--- src/hw/rtl/gbs_box_mem.sv ---
// Candidate box store: one write port, one registered read port.
`default_nettype none
module gbs_box_mem #(
  parameter int unsigned DEPTH = 64,
  parameter int unsigned WIDTH = 64
) (
  input  wire logic                     clk,
  input  wire logic                     wr_en,
  input  wire logic [$clog2(DEPTH)-1:0] wr_addr,
  input  wire logic [WIDTH-1:0]         wr_data,
  input  wire logic [$clog2(DEPTH)-1:0] rd_addr,
  output logic      [WIDTH-1:0]         rd_data
);
  logic [WIDTH-1:0] mem [DEPTH];

  // write and registered read
  always_ff @(posedge clk) begin
    if (wr_en) begin
      mem[wr_addr] <= wr_data;
    end
    rd_data <= mem[rd_addr];
  end
endmodule
`default_nettype wire

--- config.mk ---
export PLATFORM = sky130hd
export DESIGN_NAME = gbs_box_mem
export DESIGN_NICKNAME = d
export VERILOG_FILES = /design/src/hw/rtl/gbs_box_mem.sv
export SDC_FILE = /design/constraint.sdc
export NUM_CORES = 2
export LEC_CHECK = 0
export BUFFER_PORTS_ARGS = -buffer_cell sky130_fd_sc_hd__buf_2
export CORE_ASPECT_RATIO = 1.75
export CORE_MARGIN = 4
export CORE_UTILIZATION = 35
export CTS_CLUSTER_SIZE = 10
export DETAILED_ROUTE_END_ITERATION = 8
export PLACE_DENSITY = 0.55
export REMOVE_ABC_BUFFERS = 1
export SYNTH_ARGS = -nofsm -noshare
export SYNTH_HDL_FRONTEND = slang
export SYNTH_SLANG_ARGS = --single-unit
--- constraint.sdc ---
create_clock -name clk -period 8.5 [get_ports clk]
set_clock_uncertainty 0.2 [all_clocks]
set_input_delay 1.275 -clock clk [delete_from_list [all_inputs] [get_ports clk]]
set_output_delay 1.275 -clock clk [all_outputs]
set_load 0.02 [all_outputs]
* Word-level counts from Yosys, hierarchy flattened *
Memory sizes are Yosys's and may differ from the RTL's. A register that Yosys moved wholly into a read port is not among the register bits.
Index checks and enable logic that the tools add are counted.

storage, ports and cells
  memories kept = 1
  logic and storage cells = 3
  bits in writable memories = 4096
  output and inout bits = 64
  register bits after elaboration = 0

cells by class
  muxes and demuxes = 2

memory list
  memory  words  width  rd ports  clocked after Yosys merged registers in  wr ports  RTL line  RTL
  mem     64     64     1         1                                        1         14        logic [WIDTH-1:0] mem [DEPTH];

operator list
  cell    count
  $mux 1  2

* Longest topological paths before layout *
  depth in word-level cells = 2
  mapped depth = 9
  depth with buffers taken out = 5

* Worst setup path before layout *
No wires, ideal clock.

  path type = input to register
  from = input wr_addr[3]
  to = memory mem[48][0] (enable)
  data required time = 7736 ps
  path buffers = 1
  stages = 4
  slack = 1589 ps
  arrival time = 6147 ps
  path through = clkbuf_1 -> nor2b_1 -> nand4b_1 -> nor3_1

RTL lines
  item                RTL line  RTL
  start: declaration  9         input wire logic [$clog2(DEPTH)-1:0] wr_addr,
  end: declaration    14

Straight into the memory's write port.

* Worst setup path after layout *
  from = input wr_addr[2]
  to = memory mem[29][35] (enable)

Straight into the memory's write port.

==> key figures <==
Clock tree
  • Max H-tree Level: 5
  • Buffer type at the clock tree root: sky130_fd_sc_hd__clkbuf_16
  • Number of clock sinks: 4,160
  • Clock tree from TritonCTS: yes
  • Clock-pin slew of the registers on the worst-case setup and hold paths: 0.06 ns
  • Number of hold-repair buffers added at the cts stage: 0
  • Maximum root-to-sink buffer count: 4
  • Clock network latency to the later pin of the worst-skew pair: 0.96 ns
  • Post-CTS Setup Repair Bufs: 0
  • Post-CTS resize count: 0
  • Inserted Clock Buffers: 458

Critical path
  • Endpoint of the most critical register-to-register path: rd_data[41]
  • Nature of the critical path startpoint: primary input
  • Cell family with most CP delay: simple AND/OR/NAND/NOR gates
  • Series of cell instances along the critical path: buf_2 > nor2b_1 > nand3_1 > nor2_4 > buf_4
  • CP endpoint kind: flip-flop
  • Register-to-Register Path Depth: 5
  • Maximum fanout count along the critical path: 25
  • Data required, critical path: ~8.8 ns
  • Worst reg2reg path startpoint: mem[47][41]
  • Worst setup slack for register-to-register paths: a little under 6 ns
  • Number of buffers and inverters on the critical path: 2
  • Biggest cell delay along the critical path: 1.05 ns
  • Critical-path cell with the highest stage delay: sky130_fd_sc_hd__nor2_4
  • Type of the setup path with the least slack: in -> reg
  • Arrival time worst endpoint: 4.22 ns

Pwr
  • Switching part of the total power: 0.2124
  • Power density over cell area: 239.3 nW/um2
  • Total leakage power: ~55 nW
  • Worst-case vdd ir drop: 0.1721 mV
  • Clock network power share: 0.419
  • Combinational share of power: 0.046
  • Final Power: 42.65 mW
  • Cell Int Power: 33.59 mW
  • Flop pwr share: 0.535
  • NetSw: 9.058 mW

Place
  • Post-Place Cells: 12.46k
  • Placed cell area: ~170,000 um2
  • Number of buffers added on ports: 141
  • Final GP Congestion: 0.7633
  • Placement-stage worst setup slack: 3.649 ns
  • Final HPWL from detailed placement: about 240,000 um

Logic synthesis
  • Mean instance size in the synthesized netlist: 23.70 um2
  • Biggest area contributors in the synthesized netlist: sky130_fd_sc_hd__edfxtp_1 (79%), sky130_fd_sc_hd__mux4_2 (15%), sky130_fd_sc_hd__mux2i_1 (0.86%)
  • Fraction of post-synthesis cell area in the top cell type by area: 0.7867
  • Number of warnings issued by yosys: 0
  • Synthesized cell area: 156,300 um2
  • Cell type with the highest aggregate area in the netlist: sky130_fd_sc_hd__edfxtp_1
  • Post-synthesis register bit count: 4,160
  • Sequential share of the synthesized area: 0.7949
  • Number of distinct library cell variants in the gate-level netlist after synthesis: 33
  • Count of mapped cells out of synthesis: around 6.6k

Global route
  • Remaining Overflow, GRT: 0
  • Overall track demand over capacity in global routing: 0.1990
  • Maximum number of pins on one net before global-route repair: 117
  • First-pass GRT wire length: 639,900 um
  • Antenna violations before repair: 41
  • Via count of the first global-routing pass: 78.44k

Route
  • Final wirelength: 463,200 um
  • Via density per instance: about 5.7
  • Pre-Repair DR Iteration Count: 6
  • Number of nets with antenna violations after detailed routing: 0
  • Remaining DRCs: 0
  • Violation count after the first detailed-routing iteration: 8,358
  • Via count of the routed design: 74.95k
  • Routed wire length per instance: 34.95 um

Floorplan
  • Die boundary width: 513.2 um
  • I/O pin total: 142
  • Core Area: 445,100 um2
  • Starting Density: 0.3513
  • Floorplan row count: 324
  • Die Y-Extent: 892.2 um
  • Area of the die: 457,900 um2

Timing
  • Final Slew Violations: 0
  • RSZ-0062 raised after global routing: false
  • Setup TNS: 0 ns
  • Min cycle time layout: 3.887 ns
  • Transition time at the pin with the least slew margin: around 1.2 ns
  • Final number of setup-violating endpoints: 0
  • Tightest slew margin relative to the limit: 0.1817
  • Worst setup slack after layout: 4.613 ns
  • Top achievable clock speed: 257.2 MHz
  • Worst slack on hold paths: 0.6255 ns
  • Final Hold Violating Endpoints: 0
  • Final clock period utilization by the worst path: 0.4573

Final layout
  • Filler Cell Count: between 30k and 40k
  • Final Core Density: 0.4004
  • Proportion of layout cells with a drive suffix above 1: 0.2679
  • Number of nets in the layout: 7,126
  • Area added between synthesis and finish: 14.00%
  • Final cell count without fillers: about 13k
  • Most frequent cells in the layout: sky130_fd_sc_hd__edfxtp_1 (4,096), sky130_fd_sc_hd__mux4_2 (1,024), sky130_fd_sc_hd__clkbuf_16 (468)
  • Most common cell after layout, fill and taps aside: sky130_fd_sc_hd__edfxtp_1
  • Final design instance area without fill: 178,200 um2

Run status
  • Run status: finished, final reports clean

Job
  • Max Cap Violations: 0

Hold path
  • Hold path endpoint: rd_data[0]
  • Beginning of the worst hold path: mem[36][0]
  • Path type of the worst min-delay path: reg -> reg
  • Worst Hold Path Cells: 4
-- registers in the layout, indices dropped and copies added, names as in the netlist --
register,flops
rd_data,64
mem,4096
-- logic make-up after synthesis --
group	count (synthesis)	share of synthesized area
AO/OA/AOI/OAI	504	0.02477
buffers and inverters	389	0.01180
AND/OR/NAND/NOR	386	0.01240
flip-flops	4160	0.7949
multiplexers	1159	0.1561
-- cell usage after synthesis --
cell type                      n
sky130_fd_sc_hd__nor2_1      112
sky130_fd_sc_hd__clkbuf_1    140
sky130_fd_sc_hd__dfxtp_1      64
sky130_fd_sc_hd__nand2_1      58
sky130_fd_sc_hd__a22o_1       88
sky130_fd_sc_hd__edfxtp_1   4096
sky130_fd_sc_hd__and2_1        3
sky130_fd_sc_hd__buf_4        34
sky130_fd_sc_hd__a41oi_1      26
sky130_fd_sc_hd__o22ai_1      83
sky130_fd_sc_hd__nand4b_1      1
sky130_fd_sc_hd__nand2b_1     11
sky130_fd_sc_hd__nand4_1       2
sky130_fd_sc_hd__or3b_2        1
sky130_fd_sc_hd__nor2b_1      28
sky130_fd_sc_hd__nor3_1        2
sky130_fd_sc_hd__inv_1        19
sky130_fd_sc_hd__buf_6         6
sky130_fd_sc_hd__a31o_1        1
sky130_fd_sc_hd__nand3b_1      2
sky130_fd_sc_hd__a22oi_1     168
sky130_fd_sc_hd__nand3_1      45
sky130_fd_sc_hd__buf_1        20
sky130_fd_sc_hd__or3_1        29
sky130_fd_sc_hd__a31oi_1      18
sky130_fd_sc_hd__mux2i_1     135
sky130_fd_sc_hd__and3_1       64
sky130_fd_sc_hd__or2_2        28
sky130_fd_sc_hd__mux4_2     1024
sky130_fd_sc_hd__buf_2       170
sky130_fd_sc_hd__o221ai_1     38
sky130_fd_sc_hd__a2bb2oi_1    19
sky130_fd_sc_hd__a211oi_1     63
-- worst min-delay path: stages (launching register included) --
cell                       delay [ns]
sky130_fd_sc_hd__edfxtp_1        0.31
sky130_fd_sc_hd__mux4_2          0.22
sky130_fd_sc_hd__a22oi_1         0.06
sky130_fd_sc_hd__nand3_1         0.08
sky130_fd_sc_hd__and3_1          0.14
-- layer usage --
layer,GRT usage,part of all wire
met1,0.2346,0.36
met2,0.3634,0.54
met3,0.03086,0.064
met4,0.07706,0.043
met5,0,0.00043
-- worst max-delay path by stage --
stage | start | endpoint | depth (start not counted)
after detailed placement | rd_addr[0] | rd_data[41] | 7
after global routing | rd_addr[0] | rd_data[56] | 7
final | wr_addr[2] | mem[29][35] | 5
after CTS | rd_addr[0] | rd_data[41] | 7
after floorplan | wr_addr[4] | mem[48][0] | 3
after global placement | rd_addr[0] | rd_data[61] | 7
-- power by group through the flow --
stage / Clock (mW) / Combinational [mW] / Sequential [mW]
after floorplan: 0 / 0.826 / 23.2
after global placement: 0 / 1.98 / 23.2
after detailed placement: 0 / 2.01 / 23.3
after CTS: 18.2 / 2.02 / 22.8
after global routing: 19.0 / 2.10 / 22.8
final: 17.9 / 1.97 / 22.8
-- layout make-up --
cell class | count | area [um2] | area share
diodes | 13 | 32.53 | 0.0001825
clock buffers | 769 | 12860 | 0.07216
clock inverters | 15 | 170.2 | 0.0009547
inverters | 19 | 71.32 | 0.0004001
multi-input cells | 2049 | 30770 | 0.1727
flip-flops and latches | 4160 | 124300 | 0.6973
well taps | 5868 | 7342 | 0.04119
repair buffers | 360 | 2710 | 0.01520
(Power assumes the default switching activity.)
