--- src/hw/rtl/gbs_pkg.sv ---
// Shared constants for the greedy box suppression block.
`default_nettype none
package gbs_pkg;
  localparam int unsigned SCORE_BITS = 16;
  localparam int unsigned FRAC_BITS = 16;
  localparam logic [SCORE_BITS-1:0] THRESH_RESET = 16'd13107;
endpackage
`default_nettype wire

--- src/hw/rtl/gbs_iou.sv ---
// Pipelined exact overlap test: inter * 2^16 > threshold * union.
`default_nettype none
module gbs_iou
  import gbs_pkg::*;
#(
  parameter int unsigned C    = 12,
  parameter int unsigned TAGW = 8
) (
  input  wire logic                  clk,
  input  wire logic                  rst,
  input  wire logic                  in_valid,
  input  wire logic [TAGW-1:0]       in_tag,
  input  wire logic [C-1:0]          j_left,
  input  wire logic [C-1:0]          j_top,
  input  wire logic [C-1:0]          j_w,
  input  wire logic [C-1:0]          j_h,
  input  wire logic [C-1:0]          k_left,
  input  wire logic [C-1:0]          k_top,
  input  wire logic [C-1:0]          k_w,
  input  wire logic [C-1:0]          k_h,
  input  wire logic [SCORE_BITS-1:0] thr,
  output logic                       out_valid,
  output logic                       out_over,
  output logic [TAGW-1:0]            out_tag,
  output logic                       busy
);
  localparam int unsigned E    = C + 1;
  localparam int unsigned IW   = 2 * E;
  localparam int unsigned UW   = 2 * C + 2;
  localparam int unsigned CMPW = IW + FRAC_BITS;

  logic [E-1:0] jr, kr, jb, kb, x1, x2, y1, y2, ix, iy;
  logic v1, v2, v3, v4;
  logic [TAGW-1:0] tag1, tag2, tag3, tag4;
  logic [E-1:0] ix1, iy1;
  logic [2*C-1:0] aj1, ak1, aj2, ak2;
  logic [IW-1:0] inter2, inter3;
  logic [UW-1:0] uni3;
  logic [CMPW-1:0] lhs4, prod4;

  // intersection extents
  always_comb begin
    jr = {1'b0, j_left} + {1'b0, j_w};
    kr = {1'b0, k_left} + {1'b0, k_w};
    jb = {1'b0, j_top} + {1'b0, j_h};
    kb = {1'b0, k_top} + {1'b0, k_h};
    x1 = (j_left > k_left) ? {1'b0, j_left} : {1'b0, k_left};
    y1 = (j_top > k_top) ? {1'b0, j_top} : {1'b0, k_top};
    x2 = (jr < kr) ? jr : kr;
    y2 = (jb < kb) ? jb : kb;
    ix = (x2 > x1) ? x2 - x1 : '0;
    iy = (y2 > y1) ? y2 - y1 : '0;
  end

  // stage registers
  always_ff @(posedge clk) begin
    if (rst) begin
      v1 <= 1'b0; v2 <= 1'b0; v3 <= 1'b0; v4 <= 1'b0; out_valid <= 1'b0;
    end else begin
      v1 <= in_valid; v2 <= v1; v3 <= v2; v4 <= v3; out_valid <= v4;
    end
    tag1 <= in_tag; tag2 <= tag1; tag3 <= tag2; tag4 <= tag3; out_tag <= tag4;
    ix1 <= ix;
    iy1 <= iy;
    aj1 <= j_w * j_h;
    ak1 <= k_w * k_h;
    inter2 <= ix1 * iy1;
    aj2 <= aj1;
    ak2 <= ak1;
    uni3 <= UW'(ak2) + UW'(aj2) - UW'(inter2);
    inter3 <= inter2;
    lhs4 <= {inter3, {FRAC_BITS{1'b0}}};
    // full-width product: 16 x 26 bits into the compare width
    prod4 <= thr * uni3;
    out_over <= lhs4 > prod4;
  end

  assign busy = v1 | v2 | v3 | v4 | out_valid;
endmodule
`default_nettype wire

--- config.mk ---
export PLATFORM = sky130hd
export DESIGN_NAME = gbs_iou
export DESIGN_NICKNAME = d
export VERILOG_FILES = /design/src/hw/rtl/gbs_pkg.sv /design/src/hw/rtl/gbs_iou.sv
export SDC_FILE = /design/constraint.sdc
export NUM_CORES = 2
export LEC_CHECK = 0
export BUFFER_PORTS_ARGS = -buffer_cell sky130_fd_sc_hd__buf_2
export CAP_MARGIN = 0
export CORE_ASPECT_RATIO = 1.2
export CORE_MARGIN = 2
export CORE_UTILIZATION = 50
export DETAILED_ROUTE_END_ITERATION = 6
export PLACE_DENSITY = 0.71
export SLEW_MARGIN = 20
export SYNTH_ARGS = -nofsm -noshare
export SYNTH_HDL_FRONTEND = slang
export SYNTH_SLANG_ARGS = --single-unit
--- constraint.sdc ---
create_clock -name clk -period 6.4 [get_ports clk]
set_clock_uncertainty 0.05 [all_clocks]
set_input_delay 0.32 -clock clk [delete_from_list [all_inputs] [get_ports clk]]
set_output_delay 0.32 -clock clk [all_outputs]
set_load 0.02 [all_outputs]
# Yosys cells after proc, flatten, opt, wreduce, memory -nomap -nowiden
# Cells that the tools add are included.
[word_totals] regBits=314 in_bits=123 wordCells=49
[op_classes] n_addsub=8 mul=4 order_cmp=7 n_mux=4 bitwise_logic=4
[op_table] operator="adder 12 x 12 -> 13 bit" n=4
[op_table] operator="multiplier 12 x 12 -> 24 bit" n=2
[op_table] operator="greater-than comparator 42 bit" n=1
[op_table] operator="multiplier 16 x 26 -> 42 bit" n=1
[op_table] operator="greater-than comparator 13 x 12 -> 1 bit" n=2
[op_table] operator="< comparator 13 bit" n=2
[op_table] operator="multiplier 13 x 13 -> 26 bit" n=1
[op_table] operator="two-way mux 13 bit" n=2
[op_table] operator="subtractor 13 x 12 -> 13 bit" n=2
[op_table] operator="subtractor 25 x 26 -> 26 bit" n=1
[op_table] operator="adder 24 x 24 -> 25 bit" n=1
[op_table] operator="greater-than comparator 12 bit" n=2
[op_table] operator="two-way mux 12 bit" n=2
[op_table] operator="bitwise OR 1 bit" n=4

# Logic depth before layout (Yosys ltp)
[logic_depth] depth_word=4 depth_mapped=28 depth_no_buf=27

# Least setup slack after synthesis
# OpenSTA, ideal clock, no wires.
[synth_path] path_kind="input-to-reg" from="input thr[7]" to="register prod4[41]" arrival_ns=5.955 required_ns=6.271 path_slack_ns=0.316 stages=22 path_buffers=3 path_cell_list="clkbuf_1 > clkbuf_1 > nand2_1 > fa_1 > inv_1 > fa_1 > fa_1 > fa_1 > fa_1 > inv_1 > fa_1 > inv_1 > ha_1 > clkbuf_1 > nand2_1 > o21ai_1 > nor2_1 > a21o_1 > a2111oi_4 > o311ai_1 > a2111o_1 > o211ai_1"
[synth_between] elab_chain_len=1
[synth_lines] item="start: declaration" line_no="gbs_iou.sv:21" rtl="input wire logic [SCORE_BITS-1:0] thr,"
[synth_lines] item="multiplier 16 x 26 -> 42 bit" line_no="gbs_iou.sv:74" rtl="prod4 <= thr * uni3;"
[synth_lines] item="end signal: assignment" line_no="gbs_iou.sv:74"
[synth_lines] item="end: declaration" line_no="gbs_iou.sv:39" rtl="logic [CMPW-1:0] lhs4, prod4;"
# No other way between the ends.
# A chain may end at the register's enable or synchronous reset.

# Final worst setup path
[layout_path] from="register uni3[14]" to="register prod4[32]"
[layout_between] elab_chain_len=1
[layout_lines] item="start: declaration" line_no="gbs_iou.sv:38" rtl="logic [UW-1:0] uni3;"
[layout_lines] item="start signal: assignment" line_no="gbs_iou.sv:70" rtl="uni3 <= UW'(ak2) + UW'(aj2) - UW'(inter2);"
[layout_lines] item="multiplier 16 x 26 -> 42 bit" line_no="gbs_iou.sv:74"
# No other way between the ends.

==> results.toml <==
[cts]
root_buffer = "clkbuf_16"
clkLatencyLatePin_ns = 0.57
clock_sinks = 314
cts_setup_buffers = 0
clock_path_buffers = 3
ctsHtreeMaxLevel = 2
clkTransAtPathRegs_ns = 0.06
cts_tree = "built"
cts_buffers = 34

[worst_setup_path]
path_max_fanout = 9
reg2reg_from = "uni3[14]$_DFF_P_"
cp.arrival_ns = 6.56
end_kind = "register"
rr_endpoint = "prod4[32]$_DFF_P_"
required_ns = 6.79
cp-endpoint = "prod4[32]$_DFF_P_"
worstSetupStartpoint = "uni3[14]$_DFF_P_"
reg2reg_slack_ns = 0.22
worstRegToRegCells = 19
critical_path_class = "reg -> reg"
cp-start-kind = "register"

[sta]
post-route-period-util_pct = 96.5
slew_violations = 0
tightest_slew_ns = 0.868
timing.slew.headroom_pct = 41.4
holdWs_ns = 0.161
rsz0062_at_grt = "false"
finalSetupTns_ns = 0
fmax_mhz = 162
timing_hold_violations_final = 0
finalSetupViolCount = 0
fin_crit_ns = 6.18

[place]
portBuffers = 133
routabilityCongestion = 0.914
place_hpwl_um = 82100
dpl_cell_area_um2 = 44000

[grt]
grt_max_degree = 27
use_met2_pct = 41.9
grt.overflow.total = 0
grt_pass1_wl_um = 165000
grtUsageMet3_pct = 2.56
grt_pass1_vias = 33000
use_met1_pct = 29.8
grtUsageTotal_pct = 24.0
antenna_found_initial = 1
busiest_layer = "met2"

[detailed_routing]
initialDrtViolationCount = 1484
routed_wl_um = 98300
postRouteAntennaNets = 0
vias = 30700
via_per_inst = 5.22
wire_per_inst_um = 16.7
dr.pass1.iters = 7
drc = 1

[floorplanning]
die_w_um = 267
die_h_um = 320
dieArea_um2 = 85600
floorplan.initialDensity_pct = 50.7
pin_count = 134
num_rows = 115
core_um2 = 82200

[final_layout]
nets = 6027
layout-drive-gt1-share_pct = 7.62
syn2layout_area_growth_pct = 8.89
fin_area_um2 = 45300

[logic_synthesis]
async_reset_ff_share_pct = 0
synthFlopType = "dfxtp_1"
syn_avg_cell_area_um2 = 9.06
synth_edf_count = 0
ys_warn_count = 0
synthCells = 4594
ys_seq_area_share_pct = 15.1
synth_nets = 5883
ys_ff_latch = 314
ys_types = 80
syn_area_um2 = 41600

[min_path]
hold_class = "in -> reg"
min_path_cells = 2

[outcome]
violations = "design-rule violations"
outcome = "complete, but fails checks"

[job]
drv_cap = 0
[registers in the layout, summed over array words and instances, names as in the netlist, 8 cells and up]
signal   flops
inter3      26
ak2         24
out_tag      8
tag4         8
iy1         13
tag1         8
prod4       42
tag3         8
ix1         13
ak1         24
lhs4        26
uni3        26
aj1         24
inter2      26
aj2         24
tag2         8
[critical path: stages, from the launching register on]
cell and delay, ns:
dfxtp_2 0.44, buf_4 0.21, nand2_1 0.10, fa_1 0.57, inv_1 0.06, fa_1 0.48, fa_1 0.59, fa_1 0.46
fa_1 0.50, inv_1 0.05, fa_1 0.48, inv_1 0.05, ha_1 0.34, a21oi_1 0.27, o21bai_1 0.15, nor3_1 0.27
o211ai_1 0.26, a31oi_1 0.36, o21bai_1 0.14, xnor2_1 0.23
[synth_stat cells (8+ instances only)]
| library cell | instances | area (um^2) |
|---|---|---|
| inv_1 | 929 | 3490 |
| fa_1 | 685 | 13700 |
| nand2_1 | 645 | 2420 |
| ha_1 | 481 | 6020 |
| and2_1 | 327 | 2050 |
| dfxtp_1 | 314 | 6290 |
| a21oi_1 | 159 | 796 |
| clkbuf_1 | 147 | 552 |
| xnor2_1 | 124 | 1090 |
| nor2_1 | 115 | 432 |
| o21ai_0 | 96 | 480 |
| a21o_1 | 81 | 608 |
| nor3_1 | 43 | 215 |
| xor2_1 | 41 | 359 |
| nand3_1 | 39 | 195 |
| mux2i_1 | 33 | 330 |
| nor2b_1 | 31 | 194 |
| nand4_1 | 26 | 163 |
| nand2b_1 | 25 | 156 |
| a31oi_1 | 22 | 138 |
| o21a_1 | 21 | 158 |
| o21bai_1 | 21 | 158 |
| a211oi_1 | 19 | 143 |
| and3_1 | 18 | 113 |
| or3_1 | 12 | 75.1 |
| o211ai_1 | 11 | 82.6 |
| o41ai_1 | 8 | 70.1 |
[metrics by stage]
stage          utilization (%)  setup slack [ns]  instances
6_report                  55.2             0.224       5876
5_1_grt                   55.2           0.00315       5876
4_1_cts                   55.1            0.0518       5875
3_5_place_dp              53.5            0.0712       5802
3_3_place_gp              53.5             0.109       5802
2_1_floorplan                -             0.316       4594
[how the worst min path moves through the flow]
stage                    startpoint              end
floorplan            aj1[0]$_DFF_P_   aj2[0]$_DFF_P_
global placement    tag1[1]$_DFF_P_  tag2[1]$_DFF_P_
detailed placement   ak1[0]$_DFF_P_   ak2[0]$_DFF_P_
CTS                          j_w[0]   aj1[0]$_DFF_P_
global route                 j_w[0]   aj1[0]$_DFF_P_
finish                       j_w[0]   aj1[0]$_DFF_P_
[cell usage in the layout, fill, tap and decap left out, drive strengths merged, types with 19 or more instances in the layout]
cell type  count
a211oi        20
a21o          83
a21oi        162
a31oi         23
and2         327
and3          19
buf          251
clkbuf        41
dfxtp        314
fa           685
ha           481
inv          936
mux2i         33
nand2        645
nand2b        25
nand3         39
nand4         26
nor2         115
nor2b         31
nor3          43
o21a          21
o21ai         98
o21bai        21
xnor2        124
xor2          41
[metal layers]
layer | routed length, um | part of all wire [%]
met4 | 5090 | 5.2
met2 | 48200 | 49
met1 | 40400 | 41
met3 | 4590 | 4.7
met5 | 0 | 0
[final cells by class]
class | count | area (um^2)
clock buffer | 41 | 897
tap | 1111 | 1390
timing repair buffer | 262 | 1670
inverter | 929 | 3490
antenna | 1 | 2.50
clock inverter | 21 | 256
sequential | 314 | 6310
fill | 7319 | 36800
multi-input combinational | 3197 | 31300
[timing repair]
item                       CTS  global route
setup endpoints to repair    0            12
gates resized for setup      0            25
hold endpoints to repair    13             0
hold buffers                11             0
[kinds of logic after synthesis]
family / count (synthesis) / synth area share, %
and+or+nand+nor: 1310 / 15.0
adders and majority gates: 1166 / 47.4
buffers and inverters: 1083 / 9.77
AOI/OAI and AO/OA: 520 / 8.41
DFF: 314 / 15.1
xor gates and xnor gates: 165 / 3.47
muxes: 36 / 0.875
Power is not shown: default switching activity piles up to over one toggle a cycle in this logic, so the estimate is an artifact.
